==> config.mk <==
export PLATFORM = sky130hd
export DESIGN_NAME = node_id_membership_set
export DESIGN_NICKNAME = d
export VERILOG_FILES = /design/src/nims_pkg.sv /design/src/nims_cell.sv /design/src/node_id_membership_set.sv
export SDC_FILE = /design/constraint.sdc
export NUM_CORES = 1
export LEC_CHECK = 0
export BUFFER_PORTS_ARGS = -buffer_cell sky130_fd_sc_hd__buf_2
export CORE_MARGIN = 2
export CORE_UTILIZATION = 50
export CTS_BUF_LIST = sky130_fd_sc_hd__clkbuf_4 sky130_fd_sc_hd__clkbuf_8
export CTS_CLUSTER_SIZE = 40
export DETAILED_ROUTE_END_ITERATION = 12
export PLACE_DENSITY = 0.65
export SLEW_MARGIN = 30
export SYNTH_ARGS = -nofsm -noshare
export SYNTH_HDL_FRONTEND = slang
export SYNTH_HIERARCHICAL = 1
export SYNTH_SLANG_ARGS = --single-unit
==> constraint.sdc <==
create_clock -name clk -period 8.5 [get_ports clk]
set_input_delay 0.85 -clock clk [delete_from_list [all_inputs] [get_ports clk]]
set_output_delay 0.85 -clock clk [all_outputs]
set_load 0.02 [all_outputs]
==> src/nims_pkg.sv <==
package nims_pkg;

    localparam int CAPACITY_DEF = 16;
    localparam int ID_WIDTH_DEF = 16;

    localparam logic [2:0] CMD_ADD    = 3'd0;
    localparam logic [2:0] CMD_DELETE = 3'd1;
    localparam logic [2:0] CMD_CLEAR  = 3'd2;
    localparam logic [2:0] CMD_LOOKUP = 3'd3;
    localparam logic [2:0] CMD_READ   = 3'd4;

    typedef struct packed {
        logic [2:0]  cmd;
        logic [15:0] node_id;
        logic [3:0]  slot_index;
    } in_t;

    typedef struct packed {
        logic        found;
        logic [15:0] slot_value;
        logic        full_res;
    } out_t;

    // status carried along the cell chain with a command
    typedef struct packed {
        logic valid;
        logic present;
        logic free;
    } flag_t;

endpackage

==> src/nims_cell.sv <==
module nims_cell #(
    parameter int ID_WIDTH = 16,
    parameter int IDX_W    = 4,
    parameter int K        = 0
) (
    input  logic                clk,
    input  logic                rst_n,
    input  logic [2:0]          cmd,
    input  logic [ID_WIDTH-1:0] id,
    input  logic [3:0]          slot_index,
    input  logic                wr_en,
    input  logic [IDX_W-1:0]    wr_idx,
    input  nims_pkg::flag_t     tok_in,
    input  logic [IDX_W-1:0]    free_idx_in,
    input  logic [ID_WIDTH-1:0] value_in,
    output nims_pkg::flag_t     tok_out,
    output logic [IDX_W-1:0]    free_idx_out,
    output logic [ID_WIDTH-1:0] value_out
);
    import nims_pkg::*;

    logic [ID_WIDTH-1:0] slot_reg;
    flag_t               tok_reg;
    flag_t               tok_next;
    logic [IDX_W-1:0]    fidx_reg;
    logic [IDX_W-1:0]    fidx_next;
    logic [ID_WIDTH-1:0] val_reg;
    logic [ID_WIDTH-1:0] val_next;
    logic                match;
    logic                is_free;
    logic                clr;

    assign match   = (slot_reg == id);
    assign is_free = (slot_reg == '0);
    assign clr     = tok_in.valid && ((cmd == CMD_CLEAR) || ((cmd == CMD_DELETE) && match));

    always_comb
    begin
        tok_next.valid   = tok_in.valid;
        tok_next.present = tok_in.present | match;
        tok_next.free    = tok_in.free | is_free;
        fidx_next        = tok_in.free ? free_idx_in : IDX_W'(K);
        val_next         = (int'(slot_index) == K) ? slot_reg : value_in;
    end

    always_ff @(posedge clk or negedge rst_n)
    begin
        if (!rst_n)
        begin
            slot_reg <= '0;
            tok_reg  <= '0;
        end
        else
        begin
            tok_reg <= tok_next;
            if (clr)
            begin
                slot_reg <= '0;
            end
            else if (wr_en && (wr_idx == IDX_W'(K)))
            begin
                slot_reg <= id;
            end
        end
    end

    always_ff @(posedge clk)
    begin
        fidx_reg <= fidx_next;
        val_reg  <= val_next;
    end

    assign tok_out      = tok_reg;
    assign free_idx_out = fidx_reg;
    assign value_out    = val_reg;

endmodule

==> src/node_id_membership_set.sv <==
// node_id_membership_set: small set of nonzero node identifiers, zero = empty slot.
// Input channel in_valid/in_ready/in_data carries one command per transfer:
// add, delete, clear all, lookup, read slot. Output channel out_valid/out_ready/
// out_data returns exactly one result per command (found, slot_value, full_res).
// Slots sit in a row of CAPACITY cells; a command walks the row one cell per
// cycle, each cell comparing its slot and passing presence, first free slot and
// read data to its neighbor. An add writes its slot in the result load step.
// Steps per command: start step, walk over the row, flag capture, result load,
// then an idle step with in_ready high to take the next; the block takes a new
// command as soon as the previous result is registered, even while that result
// still waits on out_ready.
// Stall: with out_ready low the result holds; a finished command waits in its
// final step until the output register frees, and in_ready stays low meanwhile.
// Reset: all slots empty, no command in flight, out_valid low.
module node_id_membership_set #(
    parameter int CAPACITY = nims_pkg::CAPACITY_DEF,
    parameter int ID_WIDTH = nims_pkg::ID_WIDTH_DEF
) (
    input  logic           clk,
    input  logic           rst_n,
    input  logic           in_valid,
    output logic           in_ready,
    input  nims_pkg::in_t  in_data,
    output logic           out_valid,
    input  logic           out_ready,
    output nims_pkg::out_t out_data
);
    import nims_pkg::*;

    localparam int IDX_W = $clog2(CAPACITY);

    localparam logic [1:0] ST_IDLE = 2'd0;
    localparam logic [1:0] ST_RUN  = 2'd1;
    localparam logic [1:0] ST_DONE = 2'd2;

    logic [1:0]          state_reg;
    logic [1:0]          state_next;
    in_t                 cmd_reg;
    logic                start_reg;
    logic                fin_present_reg;
    logic                fin_free_reg;
    logic [IDX_W-1:0]    fin_idx_reg;
    logic [ID_WIDTH-1:0] fin_value_reg;
    logic                out_valid_reg;
    out_t                out_data_reg;

    flag_t               tok  [0:CAPACITY];
    logic [IDX_W-1:0]    fidx [0:CAPACITY];
    logic [ID_WIDTH-1:0] val  [0:CAPACITY];
    logic [CAPACITY-1:0] tok_valids;

    logic [ID_WIDTH+15:0] id_wide;
    logic [ID_WIDTH-1:0]  id;
    logic [ID_WIDTH+15:0] val_wide;
    logic                 accept;
    logic                 finish;
    logic                 wr_en;
    out_t                 result;

    assign id_wide  = {{ID_WIDTH{1'b0}}, cmd_reg.node_id};
    assign id       = id_wide[ID_WIDTH-1:0];
    assign val_wide = {16'b0, fin_value_reg};

    assign in_ready = (state_reg == ST_IDLE);
    assign accept   = in_valid && in_ready;
    assign finish   = (state_reg == ST_DONE) && (!out_valid_reg || out_ready);
    assign wr_en    = finish && (cmd_reg.cmd == CMD_ADD) && !fin_present_reg
                      && fin_free_reg && (id != '0);

    always_comb
    begin
        tok[0].valid   = start_reg;
        tok[0].present = 1'b0;
        tok[0].free    = 1'b0;
        fidx[0]        = '0;
        val[0]         = '0;
    end

    for (genvar k = 0; k < CAPACITY; k++)
    begin : g_cell
        nims_cell #(
            .ID_WIDTH (ID_WIDTH),
            .IDX_W    (IDX_W),
            .K        (k)
        ) u_cell (
            .clk          (clk),
            .rst_n        (rst_n),
            .cmd          (cmd_reg.cmd),
            .id           (id),
            .slot_index   (cmd_reg.slot_index),
            .wr_en        (wr_en),
            .wr_idx       (fin_idx_reg),
            .tok_in       (tok[k]),
            .free_idx_in  (fidx[k]),
            .value_in     (val[k]),
            .tok_out      (tok[k+1]),
            .free_idx_out (fidx[k+1]),
            .value_out    (val[k+1])
        );
        assign tok_valids[k] = tok[k+1].valid;
    end

    always_comb
    begin
        result.found      = (cmd_reg.cmd == CMD_LOOKUP) && fin_present_reg;
        result.slot_value = (cmd_reg.cmd == CMD_READ) ? val_wide[15:0] : 16'b0;
        result.full_res   = (cmd_reg.cmd == CMD_ADD) && !fin_present_reg && !fin_free_reg;
    end

    always_comb
    begin
        state_next = state_reg;
        unique case (state_reg)
            ST_IDLE:
            begin
                if (accept)
                begin
                    state_next = ST_RUN;
                end
            end
            ST_RUN:
            begin
                if (tok[CAPACITY].valid)
                begin
                    state_next = ST_DONE;
                end
            end
            ST_DONE:
            begin
                if (finish)
                begin
                    state_next = ST_IDLE;
                end
            end
            default:
            begin
                state_next = ST_IDLE;
            end
        endcase
    end

    always_ff @(posedge clk or negedge rst_n)
    begin
        if (!rst_n)
        begin
            state_reg     <= ST_IDLE;
            start_reg     <= 1'b0;
            out_valid_reg <= 1'b0;
        end
        else
        begin
            state_reg <= state_next;
            start_reg <= accept;
            if (finish)
            begin
                out_valid_reg <= 1'b1;
            end
            else if (out_ready)
            begin
                out_valid_reg <= 1'b0;
            end
        end
    end

    always_ff @(posedge clk)
    begin
        if (accept)
        begin
            cmd_reg <= in_data;
        end
        if (tok[CAPACITY].valid)
        begin
            fin_present_reg <= tok[CAPACITY].present;
            fin_free_reg    <= tok[CAPACITY].free;
            fin_idx_reg     <= fidx[CAPACITY];
            fin_value_reg   <= val[CAPACITY];
        end
        if (finish)
        begin
            out_data_reg <= result;
        end
    end

    assign out_valid = out_valid_reg;
    assign out_data  = out_data_reg;

    a_one_token: assert property (@(posedge clk) disable iff (!rst_n)
        $countones(tok_valids) <= 1)
        else $error("more than one command in the cell row");

    a_wr_quiet: assert property (@(posedge clk) disable iff (!rst_n)
        wr_en |-> (tok_valids == '0) && !start_reg)
        else $error("slot write while a command walks the row");

    a_accept_start: assert property (@(posedge clk) disable iff (!rst_n)
        accept |=> start_reg && !in_ready)
        else $error("accepted command did not enter the row");

    a_one_field: assert property (@(posedge clk) disable iff (!rst_n)
        out_valid && out_data.full_res |-> !out_data.found && (out_data.slot_value == 16'b0))
        else $error("full result with other fields set");

endmodule
==> flow_metrics.py <==
metrics = {
    "synthesis": {
        "yosysWarnings": 6,
        "ys_seq_elements": 691,
        "ys_types": 39,
        "syn_area_sq_mm": 0.0293,
        "synth_edf_count": 63,
        "postSynthCellCount": 2194,
        "synth_ff_type": "dfxtp_1",
        "async_flop_share_pct": 44.6,
        "seq_area_frac_synth_pct": 54.6,
        "avgSynthCellArea_sq_um": 13.4,
    },
    "clock_network": {
        "htreeDepth": 3,
        "cts_tree": "built",
        "root_buffer": "clkbuf_8",
        "clk-insertion-delay-late_ps": 720,
        "cts_setup_buffers": 0,
        "cts_resized": 0,
        "clockBufferDepth": 3,
        "cts_made_buffers": 110,
        "cts_hold_buf": 0,
        "cts.sinks": 691,
        "cts.reportedPaths.clkPinSlew_ps": 60,
    },
    "routing": {
        "wl_per_cell_um": 22.9,
        "wl_mm": 73.4,
        "vias_per_cell": 5.78,
        "drt_iter0_drc": 1127,
        "final_antenna_net_count": 0,
        "dr.pass1.iters": 5,
        "vias": 18538,
        "drc": 0,
    },
    "floorplan": {
        "io_pins": 47,
        "rows": 88,
        "start_util_pct": 50.7,
        "fp.dieArea_sq_mm": 0.0606,
        "dieHeight_um": 246,
        "core_area_sq_mm": 0.0578,
        "die_w_um": 246,
    },
    "flow_run": {
        "drv_cap": 0,
    },
    "place": {
        "gp_congestion": 0.859,
        "port_buffers": 46,
        "post-dp-hpwl_mm": 45.7,
    },
    "sta": {
        "fin_crit_ps": 3610,
        "finalSetupViolCount": 0,
        "finalMaxSlewViolations": 0,
        "rsz0062_at_grt": "no",
        "fmax_mhz": 277,
        "finalSetupTns_ps": 0,
        "worst_slew_pin_slew_ps": 993,
        "post-route-period-util_pct": 42.5,
        "hold_slack_ps": 102,
        "finalHoldViolCount": 0,
        "fin_skew_ps": 35.5,
        "max-slew-margin-rel_pct": 33.3,
    },
    "power": {
        "p_sw_share_pct": 21.5,
        "pwr-share-clk_pct": 45.6,
        "combPwrFrac_pct": 3.7,
        "p_leak_nw": 13.5,
        "powerDensity_mw_per_mm2": 205,
        "p_seq_share_pct": 50.7,
        "internal-power_mw": 5.41,
        "ir_worst_vdd_v": 0.000140,
        "p_sw_mw": 1.48,
    },
    "setup_path": {
        "required_ps": 9020,
        "worst-path-max-fanout": 35,
        "criticalPathCategory": "reg -> reg",
        "crit_chain": "buf_4 -> or4_1 -> and4b_1 -> nand4_2 -> mux2i_1 -> a211oi_1",
        "critPathMaxStageDelay_ps": 900,
        "crit_slowest_cell": "and4b_1",
        "start_kind": "flip-flop",
        "end_kind": "flip-flop",
        "arrival_ps": 4130,
    },
    "global_routing": {
        "grt_pass1_wl_mm": 115,
        "antenna_found_initial": 1,
        "grt_pass1_vias": 19510,
        "gr-total-overflow": 0,
        "track_usage_pct": 24.6,
        "grt_max_degree": 100,
    },
    "cells_and_area": {
        "seq_area_sq_mm": 0.0160,
        "layout.nets": 2370,
        "areaGrowthSynthToFinish_pct": 14.5,
        "drive_gt1_share_pct": 29.1,
        "fillers": 4690,
        "multi_input_area_sq_mm": 0.0130,
        "final_util_pct": 58.0,
    },
    "outcome": {
        "status": "complete, no violations",
    },
    "hold_path": {
        "hold_path_class": "in -> async",
    },
}
-- worst max-delay path: cells and delay by family, from the launching register on --
family | cells | cell delay [ps]
and+or+nand+nor | 3 | 2250
DFF | 1 | 370
muxes | 1 | 370
buffers and inverters | 1 | 310
AOI/OAI and AO/OA | 1 | 70
-- layout by cell type (no fill, tap or decap), types with 3 or more instances in the layout --
cell,n
bufinv_16,4
dfrtp_1,307
mux2_2,252
and2_1,48
xnor2_1,256
nor4_4,19
mux2i_1,256
conb_1,26
clkinv_2,9
nor4_1,69
a211oi_2,22
buf_6,15
buf_4,67
nand2b_1,34
edfxtp_1,63
dfxtp_1,320
nor2_1,6
mux2_1,4
nand2_1,5
nor4b_4,4
buf_8,3
buf_2,45
nand4_2,3
nor4bb_2,25
nor2_4,7
nor4bb_4,11
a41o_1,16
clkbuf_8,144
or2_2,16
clkbuf_4,46
nand4_1,68
a211oi_1,235
nand4b_1,9
-- area by class of cell --
cell class                 instances  area share, %
clock inverter                    18          0.657
sequential                       691           47.7
clock buffer                     190           6.94
timing repair buffer             132           2.95
multi-input combinational       1408           38.9
antenna                            1        0.00746
tap                              765           2.85
-- cells by family (layout without fill, tap and decap cells) --
kind of cell	count (synthesis)	count (layout)	synth area share, %
compound gates	274	274	7.52
other cells	1	27	0.0128
flops	691	691	54.6
xor+xnor	256	256	7.65
simple gates	340	340	9.10
buf+inv	120	340	2.51
mux	512	512	18.6
-- cell usage after synthesis (2+ instances only) --
| library cell | instances | share of area (%) |
|---|---|---|
| dfxtp_1 | 320 | 22 |
| dfrtp_1 | 308 | 26 |
| mux2i_1 | 256 | 8.7 |
| xnor2_1 | 256 | 7.7 |
| mux2_2 | 252 | 9.7 |
| a211oi_1 | 235 | 6.0 |
| nor4_1 | 69 | 1.5 |
| nand4_1 | 68 | 1.5 |
| edfxtp_1 | 63 | 6.5 |
| and2_1 | 50 | 1.1 |
| nor4bb_1 | 36 | 1.2 |
| clkbuf_1 | 34 | 0.44 |
| nand2b_1 | 34 | 0.73 |
| buf_1 | 29 | 0.37 |
| a211oi_2 | 22 | 0.94 |
| buf_6 | 22 | 0.85 |
| buf_2 | 20 | 0.34 |
| nor4_4 | 19 | 1.4 |
| a41o_1 | 16 | 0.55 |
| or2_2 | 16 | 0.34 |
| buf_4 | 10 | 0.26 |
| nand4b_1 | 9 | 0.27 |
| nor2_2 | 7 | 0.15 |
| nor2_1 | 6 | 0.077 |
| buf_8 | 5 | 0.26 |
| nand2_1 | 5 | 0.064 |
| and4b_1 | 4 | 0.14 |
| mux2_1 | 4 | 0.15 |
| nor4b_4 | 4 | 0.32 |
| nand4_2 | 3 | 0.13 |
| nor2b_1 | 3 | 0.064 |
| nor3_2 | 2 | 0.068 |
-- through the flow --
stage          worst slack (ps)  cells  power, mW  area [sq um]
5_1_grt                    4730   3205       7.15         33500
3_5_place_dp               4050   2977       3.81         30800
3_3_place_gp               4120   2959       3.81         30600
4_1_cts                    4480   3185       6.96         33300
2_1_floorplan              4810   2219       3.68         29400
6_report                   4890   3205       6.89         33500
-- layer usage --
layer,part of all wire (%),wire [um],GRT usage (%),up-vias
met2,48,35200,39.6,450
met1,45,33100,33.6,9437
met4,2.3,1660,8.09,0
met3,4.7,3430,4.08,132
met5,0,0,0,-
li1,-,-,-,8519
-- power groups by stage --
stage                     Combinational [mW]  Sequential [mW]  Clock, mW
after floorplan                        0.137             3.54          0
after CTS                              0.254             3.50       3.21
after global routing                   0.275             3.50       3.37
final                                  0.254             3.49       3.14
after detailed placement               0.252             3.56          0
after global placement                 0.248             3.56          0
-- final timing paths --
path                                                         from  depth (start not counted)                                        to  slack (ps)
setup reg to reg                            cmd_reg[22]$_DFFE_PP_                          6  g_cell[7].u_cell/slot_reg[8]$_DFFE_PN0P_        4890
min in group clk                                       in_data[7]                          1                           id[3]$_DFFE_PP_         310
hold reg to reg            g_cell[11].u_cell/tok_out[2]$_DFF_PN0_                          0    g_cell[12].u_cell/tok_out[2]$_DFF_PN0_         390
max in group asynchronous                                   rst_n                          3    g_cell[15].u_cell/tok_out[2]$_DFF_PN0_        7040
setup / recovery                            cmd_reg[22]$_DFFE_PP_                          6  g_cell[7].u_cell/slot_reg[8]$_DFFE_PN0P_        4890
hold / removal                                              rst_n                          1     g_cell[6].u_cell/tok_out[0]$_DFF_PN0_         100
No activity file was read; power rests on OpenSTA's default activity.
